[config.mk]
export PLATFORM = sky130hd
export DESIGN_NAME = pid_controller_deadband
export DESIGN_NICKNAME = d
export VERILOG_FILES = /design/src/hdl/pidd_pkg.sv /design/src/hdl/pidd_csr.sv /design/src/hdl/pidd_core.sv /design/src/hdl/pid_controller_deadband.sv
export VERILOG_INCLUDE_DIRS = /design/src /design/src/hdl
export SDC_FILE = /design/constraint.sdc
export NUM_CORES = 2
export LEC_CHECK = 0
export BUFFER_PORTS_ARGS = -buffer_cell sky130_fd_sc_hd__clkbuf_2
export CORE_MARGIN = 10
export CORE_UTILIZATION = 55
export CTS_CLUSTER_SIZE = 25
export DETAILED_ROUTE_END_ITERATION = 12
export GPL_ROUTABILITY_DRIVEN = 0
export PLACE_DENSITY = 0.77
export SYNTH_ARGS = -nofsm -noshare
export SYNTH_HDL_FRONTEND = slang
export SYNTH_SLANG_ARGS = --single-unit
[constraint.sdc]
create_clock -name clock -period 29 [get_ports clock]
set_clock_uncertainty 0.1 [all_clocks]
set_input_delay 4.35 -clock clock [delete_from_list [all_inputs] [get_ports clock]]
set_output_delay 4.35 -clock clock [all_outputs]
set_load 0.05 [all_outputs]
[src/hdl/assert_macros.svh]
// ----------------------------------------------------------------------------
// assert_macros.svh
// assertion macros used by the pid controller core
// ----------------------------------------------------------------------------
`ifndef ASSERT_MACROS_SVH
`define ASSERT_MACROS_SVH

`ifndef ASSERT_OFF

// clocked check, masked while reset is high
`define PIDD_ASSERT(lbl, clk, rst, prop) \
   lbl: assert property (@(posedge clk) disable iff (rst) prop) \
      else $error("pid controller assertion failed");

// clocked check that also holds during reset
`define PIDD_ASSERT_ALWAYS(lbl, clk, prop) \
   lbl: assert property (@(posedge clk) prop) \
      else $error("pid controller assertion failed");

`else

`define PIDD_ASSERT(lbl, clk, rst, prop)
`define PIDD_ASSERT_ALWAYS(lbl, clk, prop)

`endif

`endif

[src/hdl/pidd_pkg.sv]
// ----------------------------------------------------------------------------
// pidd_pkg
// widths, register indexes, reset values and the configuration struct
// ----------------------------------------------------------------------------
package pidd_pkg;

   localparam int FRAC_BITS  = 8;
   localparam int GAIN_W     = 18;
   localparam int LIM_W      = 15;
   localparam int DATA_W     = 16;
   localparam int ERR_W      = DATA_W + 1;
   localparam int DIFF_W     = ERR_W + 1;
   localparam int P_W        = GAIN_W + 1 + ERR_W;
   localparam int D_W        = GAIN_W + 1 + DIFF_W;
   localparam int ISUM_W     = P_W + 1;
   localparam int SUM_W      = D_W + 2;
   localparam int ACC_W      = LIM_W + FRAC_BITS + 1;
   localparam int CLIM_W     = LIM_W + FRAC_BITS + 1;
   localparam int IDX_W      = 3;
   localparam int CSR_DATA_W = GAIN_W;

   localparam logic [CLIM_W-1:0] TRUNC_BIAS = CLIM_W'((1 << FRAC_BITS) - 1);

   // register indexes
   localparam logic [IDX_W-1:0] REG_PROP_GAIN   = IDX_W'(0);
   localparam logic [IDX_W-1:0] REG_INTEG_GAIN  = IDX_W'(1);
   localparam logic [IDX_W-1:0] REG_DERIV_GAIN  = IDX_W'(2);
   localparam logic [IDX_W-1:0] REG_DEAD_BAND   = IDX_W'(3);
   localparam logic [IDX_W-1:0] REG_INTEG_LIMIT = IDX_W'(4);
   localparam logic [IDX_W-1:0] REG_OUT_LIMIT   = IDX_W'(5);

   localparam logic [GAIN_W-1:0] RST_PROP_GAIN   = GAIN_W'(1920);
   localparam logic [GAIN_W-1:0] RST_INTEG_GAIN  = GAIN_W'(51);
   localparam logic [GAIN_W-1:0] RST_DERIV_GAIN  = GAIN_W'(1587);
   localparam logic [LIM_W-1:0]  RST_DEAD_BAND   = LIM_W'(10);
   localparam logic [LIM_W-1:0]  RST_INTEG_LIMIT = LIM_W'(9000);
   localparam logic [LIM_W-1:0]  RST_OUT_LIMIT   = LIM_W'(10000);

   typedef struct packed {
      logic [GAIN_W-1:0] prop_gain;
      logic [GAIN_W-1:0] integ_gain;
      logic [GAIN_W-1:0] deriv_gain;
      logic [LIM_W-1:0]  dead_band;
      logic [LIM_W-1:0]  integ_limit;
      logic [LIM_W-1:0]  out_limit;
   } cfg_type;

endpackage

[src/hdl/pidd_csr.sv]
// ----------------------------------------------------------------------------
// pidd_csr
// gain, deadband and clamp registers behind the configuration write channel
// ----------------------------------------------------------------------------
module pidd_csr
   import pidd_pkg::*;
(
   input  logic                  clock,
   input  logic                  reset,
   input  logic                  wr_en,
   input  logic [IDX_W-1:0]      wr_index,
   input  logic [CSR_DATA_W-1:0] wr_data,
   output cfg_type               cfg
);

   cfg_type cfg_ff;
   cfg_type cfg_in;

   always_comb begin
      cfg_in = cfg_ff;
      if (wr_en) begin
         case (wr_index)
            REG_PROP_GAIN:   cfg_in.prop_gain   = wr_data[GAIN_W-1:0];
            REG_INTEG_GAIN:  cfg_in.integ_gain  = wr_data[GAIN_W-1:0];
            REG_DERIV_GAIN:  cfg_in.deriv_gain  = wr_data[GAIN_W-1:0];
            REG_DEAD_BAND:   cfg_in.dead_band   = wr_data[LIM_W-1:0];
            REG_INTEG_LIMIT: cfg_in.integ_limit = wr_data[LIM_W-1:0];
            REG_OUT_LIMIT:   cfg_in.out_limit   = wr_data[LIM_W-1:0];
            default:         cfg_in = cfg_ff;
         endcase
      end
   end

   always_ff @(posedge clock) begin
      if (reset) begin
         cfg_ff.prop_gain   <= RST_PROP_GAIN;
         cfg_ff.integ_gain  <= RST_INTEG_GAIN;
         cfg_ff.deriv_gain  <= RST_DERIV_GAIN;
         cfg_ff.dead_band   <= RST_DEAD_BAND;
         cfg_ff.integ_limit <= RST_INTEG_LIMIT;
         cfg_ff.out_limit   <= RST_OUT_LIMIT;
      end else begin
         cfg_ff <= cfg_in;
      end
   end

   assign cfg = cfg_ff;

endmodule

[src/hdl/pidd_core.sv]
// ----------------------------------------------------------------------------
// pidd_core
// error, p/i/d terms, clamps and controller state for one sample per cycle while step is high
// ----------------------------------------------------------------------------
`include "assert_macros.svh"

module pidd_core
   import pidd_pkg::*;
(
   input  logic                     clock,
   input  logic                     reset,
   input  cfg_type                  cfg,
   input  logic                     step,
   input  logic signed [DATA_W-1:0] measured,
   input  logic signed [DATA_W-1:0] setpoint,
   output logic signed [DATA_W-1:0] drive
);

   logic signed [ERR_W-1:0]  prev_err_ff;
   logic signed [ACC_W-1:0]  acc_ff;
   logic signed [DATA_W-1:0] held_ff;

   logic signed [ERR_W-1:0]  err;
   logic        [ERR_W-2:0]  mag;
   logic                     active;
   logic signed [DIFF_W-1:0] diff;
   logic signed [P_W-1:0]    p_term;
   logic signed [P_W-1:0]    i_inc;
   logic signed [D_W-1:0]    d_term;
   logic signed [ISUM_W-1:0] ilim;
   logic signed [ISUM_W-1:0] isum;
   logic signed [ISUM_W-1:0] iclamp;
   logic signed [ACC_W-1:0]  acc_in;
   logic signed [SUM_W-1:0]  olim;
   logic signed [SUM_W-1:0]  sum;
   logic signed [SUM_W-1:0]  sclamp;
   logic signed [CLIM_W-1:0] sc_b;
   logic signed [DATA_W-1:0] new_drive;

   assign err    = ERR_W'(setpoint) - ERR_W'(measured);
   assign mag    = err[ERR_W-1] ? (ERR_W-1)'(-err) : (ERR_W-1)'(err);
   assign active = mag > (ERR_W-1)'(cfg.dead_band);
   assign diff   = DIFF_W'(err) - DIFF_W'(prev_err_ff);

   assign p_term = $signed({1'b0, cfg.prop_gain}) * err;
   assign i_inc  = $signed({1'b0, cfg.integ_gain}) * err;
   assign d_term = $signed({1'b0, cfg.deriv_gain}) * diff;

   // limits carry the same fraction bits as the terms
   assign ilim = {{(ISUM_W-LIM_W-FRAC_BITS){1'b0}}, cfg.integ_limit, {FRAC_BITS{1'b0}}};
   assign olim = {{(SUM_W-LIM_W-FRAC_BITS){1'b0}}, cfg.out_limit, {FRAC_BITS{1'b0}}};

   assign isum = ISUM_W'(i_inc) + ISUM_W'(acc_ff);

   always_comb begin
      if (isum > ilim) begin
         iclamp = ilim;
      end else if (isum < -ilim) begin
         iclamp = -ilim;
      end else begin
         iclamp = isum;
      end
   end

   assign acc_in = ACC_W'(iclamp);
   assign sum    = SUM_W'(p_term) + SUM_W'(acc_in) + SUM_W'(d_term);

   always_comb begin
      if (sum > olim) begin
         sclamp = olim;
      end else if (sum < -olim) begin
         sclamp = -olim;
      end else begin
         sclamp = sum;
      end
   end

   // truncate toward zero: bias negatives before the shift
   assign sc_b      = CLIM_W'(sclamp) + (sclamp[SUM_W-1] ? TRUNC_BIAS : '0);
   assign new_drive = DATA_W'(sc_b >>> FRAC_BITS);

   assign drive = active ? new_drive : held_ff;

   always_ff @(posedge clock) begin
      if (reset) begin
         prev_err_ff <= '0;
         acc_ff      <= '0;
         held_ff     <= '0;
      end else if (step) begin
         prev_err_ff <= err;
         if (active) begin
            acc_ff  <= acc_in;
            held_ff <= new_drive;
         end
      end
   end

   `PIDD_ASSERT(a_drive_in_limit, clock, reset,
      step && active |-> (sclamp <= olim) && (sclamp >= -olim))
   `PIDD_ASSERT(a_acc_in_limit, clock, reset,
      step && active |=> (ISUM_W'(acc_ff) <= $past(ilim)) && (ISUM_W'(acc_ff) >= -$past(ilim)))
   `PIDD_ASSERT(a_deadband_holds, clock, reset,
      step && !active |=> $stable(held_ff) && $stable(acc_ff))
   `PIDD_ASSERT(a_idle_keeps_state, clock, reset,
      !step |=> $stable(prev_err_ff) && $stable(acc_ff) && $stable(held_ff))

endmodule

[src/hdl/pid_controller_deadband.sv]
// ----------------------------------------------------------------------------
// pid_controller_deadband
// positional pid controller with deadband, integral clamp and output clamp
//
//   port group  dir  tdata fields (low bit up)      word moves when
//   req_*       in   measured[15:0] setpoint[31:16]  req_tvalid & req_tready
//   rsp_*       out  drive[15:0]                     rsp_tvalid & rsp_tready
//   csr_*       in   csr_index, csr_data             csr_valid & csr_ready
//
// one word per cycle while rsp_tready is high; rsp_tvalid rises once an accepted word
// has passed the input register and then, after one pass of the datapath, the result register
// the feedback path is the integral accumulator, previous error and held drive
// reset clears valids, controller state and loads the default gains
// a stalled result stage still lets one more word into the input register
// csr_ready is always high
// ----------------------------------------------------------------------------
module pid_controller_deadband
   import pidd_pkg::*;
(
   input  logic                  clock,
   input  logic                  reset,
   input  logic                  req_tvalid,
   output logic                  req_tready,
   input  logic [31:0]           req_tdata,   // measured, setpoint
   output logic                  rsp_tvalid,
   input  logic                  rsp_tready,
   output logic [15:0]           rsp_tdata,   // drive
   input  logic                  csr_valid,
   output logic                  csr_ready,
   input  logic [IDX_W-1:0]      csr_index,
   input  logic [CSR_DATA_W-1:0] csr_data
);

   cfg_type cfg;

   logic                     s1_valid_ff;
   logic                     s1_valid_in;
   logic signed [DATA_W-1:0] s1_meas_ff;
   logic signed [DATA_W-1:0] s1_setp_ff;
   logic                     rsp_valid_ff;
   logic                     rsp_valid_in;
   logic signed [DATA_W-1:0] rsp_drive_ff;
   logic signed [DATA_W-1:0] core_drive;
   logic                     out_free;
   logic                     step;
   logic                     req_fire;

   assign csr_ready = 1'b1;

   pidd_csr u_csr (
      .clock    (clock),
      .reset    (reset),
      .wr_en    (csr_valid),
      .wr_index (csr_index),
      .wr_data  (csr_data),
      .cfg      (cfg)
   );

   assign out_free   = !rsp_valid_ff || rsp_tready;
   assign step       = s1_valid_ff && out_free;
   assign req_tready = !s1_valid_ff || out_free;
   assign req_fire   = req_tvalid && req_tready;

   assign s1_valid_in  = req_fire ? 1'b1 : (step ? 1'b0 : s1_valid_ff);
   assign rsp_valid_in = step ? 1'b1 : (rsp_tready ? 1'b0 : rsp_valid_ff);

   pidd_core u_core (
      .clock    (clock),
      .reset    (reset),
      .cfg      (cfg),
      .step     (step),
      .measured (s1_meas_ff),
      .setpoint (s1_setp_ff),
      .drive    (core_drive)
   );

   always_ff @(posedge clock) begin
      if (reset) begin
         s1_valid_ff  <= 1'b0;
         rsp_valid_ff <= 1'b0;
      end else begin
         s1_valid_ff  <= s1_valid_in;
         rsp_valid_ff <= rsp_valid_in;
      end
   end

   always_ff @(posedge clock) begin
      if (req_fire) begin
         s1_meas_ff <= $signed(req_tdata[15:0]);
         s1_setp_ff <= $signed(req_tdata[31:16]);
      end
      if (step) begin
         rsp_drive_ff <= core_drive;
      end
   end

   assign rsp_tvalid = rsp_valid_ff;
   assign rsp_tdata  = rsp_drive_ff;

endmodule
# Word-level counts from Yosys, hierarchy flattened
# Index checks and enable logic that the tools add are counted.
totals:
  register_bits: 206
  out_inout_bits: 19
op_classes:
  addsub: 9
  order_cmp: 5
  n_eq_ne: 5
  n_reduce_logical: 16
  n_mux: 11
  n_mul: 3
op_table:
  columns: ["cell", "count"]
  rows:
  - ["39-bit two-way mux", 2]
  - ["36-bit by 24-bit adder with 37-bit output", 2]
  - ["19-bit by 17-bit multiplier with 36-bit output", 2]
  - ["24-bit two-way mux", 2]
  - ["39-bit by 24-bit greater-than comparator with 1-bit output", 1]
  - ["39-bit less-than comparator", 1]
  - ["23-bit negator with 39-bit output", 1]
  - ["37-bit by 37-bit adder with 38-bit output", 1]
  - ["37-bit by 24-bit greater-than comparator with 1-bit output", 1]
  - ["37-bit less-than comparator", 1]
  - ["19-bit by 18-bit multiplier with 37-bit output", 1]
  - ["23-bit negator with 37-bit output", 1]
  - ["16-bit two-way mux", 2]
  - ["24-bit adder", 1]
  - ["17-bit by 17-bit subtractor with 18-bit output", 1]
  - ["16-bit by 16-bit subtractor with 17-bit output", 1]
  - ["16-bit by 15-bit greater-than comparator with 1-bit output", 1]
  - ["16-bit negator", 1]
  - ["2-bit AND reduction", 7]
  - ["8-bit two-way mux", 1]
  - ["3-bit by 2-bit == test with 1-bit output (second input constant)", 2]
  - ["3-bit == test (second input constant)", 2]
  - ["1-bit two-way mux", 4]
  - ["2-bit nonzero test", 2]
  - ["other kinds (5)", 8]

# Longest topological paths before layout
logic_depth:
  depth_word: 14
  mapped_depth: 99

# Hierarchy
# A second synthesis with hierarchy kept.
hier_totals:
  cells_unflattened: 5661
  area_unflattened_um2: 48970.7
modules_own_cells:
  columns: ["mod", "cells_each", "instances", "area_each_um2"]
  rows:
  - ["pidd_core", 5241, 1, 43511.7]
  - ["pidd_csr", 360, 1, 3902.5]
  - ["pid_controller_deadband", 60, 1, 1556.5]

# Worst setup path before layout
# No wires, ideal clock.
synth_timing:
  path_type: "flip-flop to flip-flop"
  start: "register s1_meas_ff[0]"
  end: "register rsp_drive_ff[5] (netlist: rsp_tdata[5]), data pin"
  path_slack_ns: 7.519
  t_arrival_ns: 21.121
  path_stages_with_launch: 91
  setup_ns: 0.260
  period_less_slack_ns: 21.481
  path_cell_list: "edfxtp_1 > ha_1 > fa_1 > nor2b_1 > o21ai_0 > a21boi_0 > o21ai_0 > a21boi_0 > o21a_1 > o211ai_1 > nand3_1 > a311oi_1 > nor2_1 > a2bb2oi_1 > clkbuf_1 > buf_1 > fa_1 > fa_1 > [... 55 more ...] > a32oi_1 > a21oi_1 > o22ai_1 > a21oi_1 > o21bai_1 > o21ai_1 > a21oi_2 > and2_1 > ha_1 > o21a_1 > o21ai_0 > o21bai_1 > a21oi_1 > a21o_1 > or4b_1 > or3_4 > xor2_1 > mux2_2"
synth_between:
  elab_chain_cells: 14
synth_lines:
  columns: ["element", "line_no", "text"]
  rows:
  - ["start: declaration", "pid_controller_deadband.sv:38", "logic signed [DATA_W-1:0] s1_meas_ff;"]
  - ["start signal: assignment", "pid_controller_deadband.sv:89", "s1_meas_ff <= $signed(req_tdata[15:0]);"]
  - ["16-bit by 16-bit subtractor with 17-bit output (*)", "pidd_core.sv:40", "assign err = ERR_W'(setpoint) - ERR_W'(measured);"]
  - ["19-bit by 17-bit multiplier with 36-bit output", "pidd_core.sv:46", "assign i_inc = $signed({1'b0, cfg.integ_gain}) * err;"]
  - ["36-bit by 24-bit adder with 37-bit output", "pidd_core.sv:53", "assign isum = ISUM_W'(i_inc) + ISUM_W'(acc_ff);"]
  - ["37-bit less-than comparator", "pidd_core.sv:58", "end else if (isum < -ilim) begin"]
  - ["24-bit two-way mux", "pidd_core.sv:58", null]
  - ["24-bit two-way mux", "pidd_core.sv:56", "if (isum > ilim) begin"]
  - ["36-bit by 24-bit adder with 37-bit output", "pidd_core.sv:66", "assign sum = SUM_W'(p_term) + SUM_W'(acc_in) + SUM_W'(d_term);"]
  - ["37-bit by 37-bit adder with 38-bit output", "pidd_core.sv:66", null]
  - ["39-bit less-than comparator", "pidd_core.sv:71", "end else if (sum < -olim) begin"]
  - ["39-bit two-way mux", "pidd_core.sv:71", null]
  - ["39-bit two-way mux", "pidd_core.sv:69", "if (sum > olim) begin"]
  - ["8-bit two-way mux", "pidd_core.sv:79", "assign sc_b = CLIM_W'(sclamp) + (sclamp[SUM_W-1] ? TRUNC_BIAS : '0);"]
  - ["24-bit adder", "pidd_core.sv:79", null]
  - ["16-bit two-way mux (*)", "pidd_core.sv:82", "assign drive = active ? new_drive : held_ff;"]
  - ["named net core_drive[5]", "pid_controller_deadband.sv:43", "logic signed [DATA_W-1:0] core_drive;"]
  - ["end signal: assignment", "pid_controller_deadband.sv:93", "rsp_drive_ff <= core_drive;"]
  - ["end: declaration", "pid_controller_deadband.sv:42", "logic signed [DATA_W-1:0] rsp_drive_ff;"]
# Mark *: on every way through the listed nets, which the timed path passes. The rest lies on a longest branch.
# A chain may end at the register's enable or synchronous reset.

# Worst setup path in the final report
# Same ends and word-level chain as after synthesis.

==> impl_metrics.tcl <==
set metrics [dict create \
    outcome "finished clean" \
    antenna_found_initial 0 \
    synth-seq-area-share_pct 9.51 \
    synthDistinctLibCells 93 \
    syn_avg_cell_area_um2 8.41 \
    ys.flop_type "dfxtp_1" \
    io_pins 77 \
    cts_setup_buffers 0 \
    dp_hpwl_um 111000 \
    cp_max_fo 31 \
    clockBufferDepth 3 \
    rows 108 \
    r2r_setup_slack_ns 4.24 \
    cp_common_cell "fa_1" \
    critPathLaunchType "flip-flop" \
    critPathKind "reg2reg" \
    grt.overflow.total 0 \
    grt_first_pass_wirelength_um 227000 \
    clkLatencyLatePin_ns 0.59 \
    cts_resized 0 \
    fin_util_pct 58.2 \
    cts-root-buf "clkbuf_16" \
    final.period_utilization_pct 85.4 \
    crit_path_end_kind "flip-flop" \
    antenna_left 0 \
    rsz0062_at_grt "false" \
    fp.dieW_um 317 \
    cap_viol_max_count 0 \
    synthCells 5760 \
    stdcell_count 6835 \
    grt_pass1_vias 41200 \
    die-area_um2 100000 \
    slew_headroom_pct 14.9 \
    vias 39700 \
    syn_to_final_growth_pct 4.58 \
    drc 0 \
    async_reset_ff_share_pct 0 \
    syn_nets 7177 \
    slowest_stage "nor4_4" \
    cts_tree "done" \
    ys_ff_latch 206 \
    slew_viol_final 0 \
    cts_inserted_buffers 25 \
    fmax_mhz 40.4 \
    grt_max_degree 74 \
    tightest_slew_ns 1.27 \
    place_area_um2 49800 \
    postLayoutCellArea_um2 50700 \
    drt_iter0_markers 3880 \
    dp.cells 6788 \
    hold_viol 0 \
    wl_per_cell_um 20.6 \
    die_height_um 317 \
    min_period_ns 24.76 \
    wl_um 141000 \
    final_layout_size_suffix_gt1_share_pct 4.58 \
    yosysWarnings 0 \
    h-tree-depth 1 \
    min_path_type "reg2reg" \
    core_um2 87000 \
    setup-violations-final 0 \
    clkSlewWorstSetupHoldPaths_ns 0.06 \
    vias_per_cell 5.81 \
    synth_area_um2 48400 \
    start_util_pct 55.7 \
    hold_buffers 0 \
    track_usage_pct 28.6 \
    max_stage_delay_ns 0.74 \
    crit_required_ns 29.24 \
    cp_data_arrival_time_ns 25.00 \
    synth_edf_count 48 \
    dr.pass1.iters 12 \
    fin_tns_setup_ns 0 \
    layout.nets 7077 \
    cts.sinks 206 \
    io_buffer_count 75 \
]
per-stage QoR:
| step | hold slack (ns) | setup WS, ns |
|---|---|---|
| floorplan | 0.332 | 7.52 |
| global placement | 0.340 | 5.19 |
| detailed placement | 0.346 | 4.94 |
| CTS | 0.355 | 4.84 |
| global route | 0.378 | 3.31 |
| finish | 0.354 | 4.24 |
worst paths after layout:
check / start / end / cells past startpoint
worst max-delay path: s1_meas_ff[0] / rsp_tdata[5] / 83
worst min-delay path: u_core.held_ff[7] / u_core.held_ff[7] / 2
worst max register to register: s1_meas_ff[0] / rsp_tdata[5] / 83
worst min register to register: u_core.held_ff[7] / u_core.held_ff[7] / 2
area by class of cell:
type	count	area [um2]
diodes	1	2.50
clock buffers	30	654
clock inverters	16	158
fillers	7585	36400
inverters	1317	4940
multi-input cells	3974	38000
flip-flops and latches	206	4600
well taps	1155	1450
repair buffers	136	836
placed cells by master, fill, tap and decap left out, drive strengths merged, types with 36 or more instances in the layout:
cell type / synthesis / final
inv: 1316 / 1318
fa: 880 / 880
nand2: 855 / 855
ha: 479 / 479
and2: 300 / 300
a21oi: 226 / 226
nor2: 184 / 184
dfxtp: 158 / 158
o21ai: 113 / 113
clkbuf: 228 / 104
nand3: 99 / 99
nand2b: 92 / 92
nor2b: 74 / 74
xnor2: 71 / 71
buf: 35 / 62
nor3: 61 / 61
edfxtp: 48 / 48
o211ai: 45 / 45
xor2: 41 / 41
nand4: 38 / 38
a21o: 36 / 36
Yosys cell counts, drive strengths merged, types with 22 or more instances:
cell type	instances	share of area, %
xnor2	71	1.3
a211oi	26	0.42
nor2	184	1.4
clkbuf	228	1.8
o21a	25	0.39
xor2	41	0.74
nand2	855	6.6
o21ai	113	1.2
edfxtp	48	3.0
dfxtp	158	6.5
a21boi	22	0.34
a21oi	226	2.3
nand4	38	0.49
nor2b	74	0.96
buf	35	0.36
fa	880	36
ha	479	12
and2	300	3.9
o211ai	45	0.70
nand3	99	1.0
a21o	36	0.56
nor3	61	0.63
inv	1316	10
nand2b	92	1.2
flip-flops by register name, indices dropped and copies added (netlist names):
signal / flops
rsp_tdata: 16
u_csr.cfg: 99
u_core.prev_err_ff: 17
u_core.held_ff: 16
rsp_tvalid: 1
s1_meas_ff: 16
s1_valid_ff: 1
s1_setp_ff: 16
u_core.acc_ff: 24
logic make-up after synthesis:
| logic type | after synthesis | synth area share, % |
|---|---|---|
| fa+ha+maj | 1359 | 48.7 |
| buf+inv | 1580 | 12.3 |
| other cells | 1 | 0.00774 |
| xor+xnor | 112 | 2.03 |
| mux | 27 | 0.599 |
| compound gates | 649 | 8.61 |
| simple gates | 1826 | 18.2 |
| flops | 206 | 9.51 |
critical path, delay by kind of cell (launching register included):
family	cells	cell delay (ns)
flip-flops	1	0.38
multiplexers	1	0.28
AO/OA/AOI/OAI	27	6.31
buffers and inverters	11	1.42
adder cells (fa/ha/maj)	21	8.98
XOR/XNOR	3	1.16
AND/OR/NAND/NOR	20	5.86
routing by layer:
layer	wire length (um)	track usage (%)
met5	0	0
met4	6890	11.4
met3	17100	8.01
met2	62400	45.0
met1	54300	37.2
Power is not shown: default switching activity piles up to over one toggle a cycle in this logic, so the estimate is an artifact.
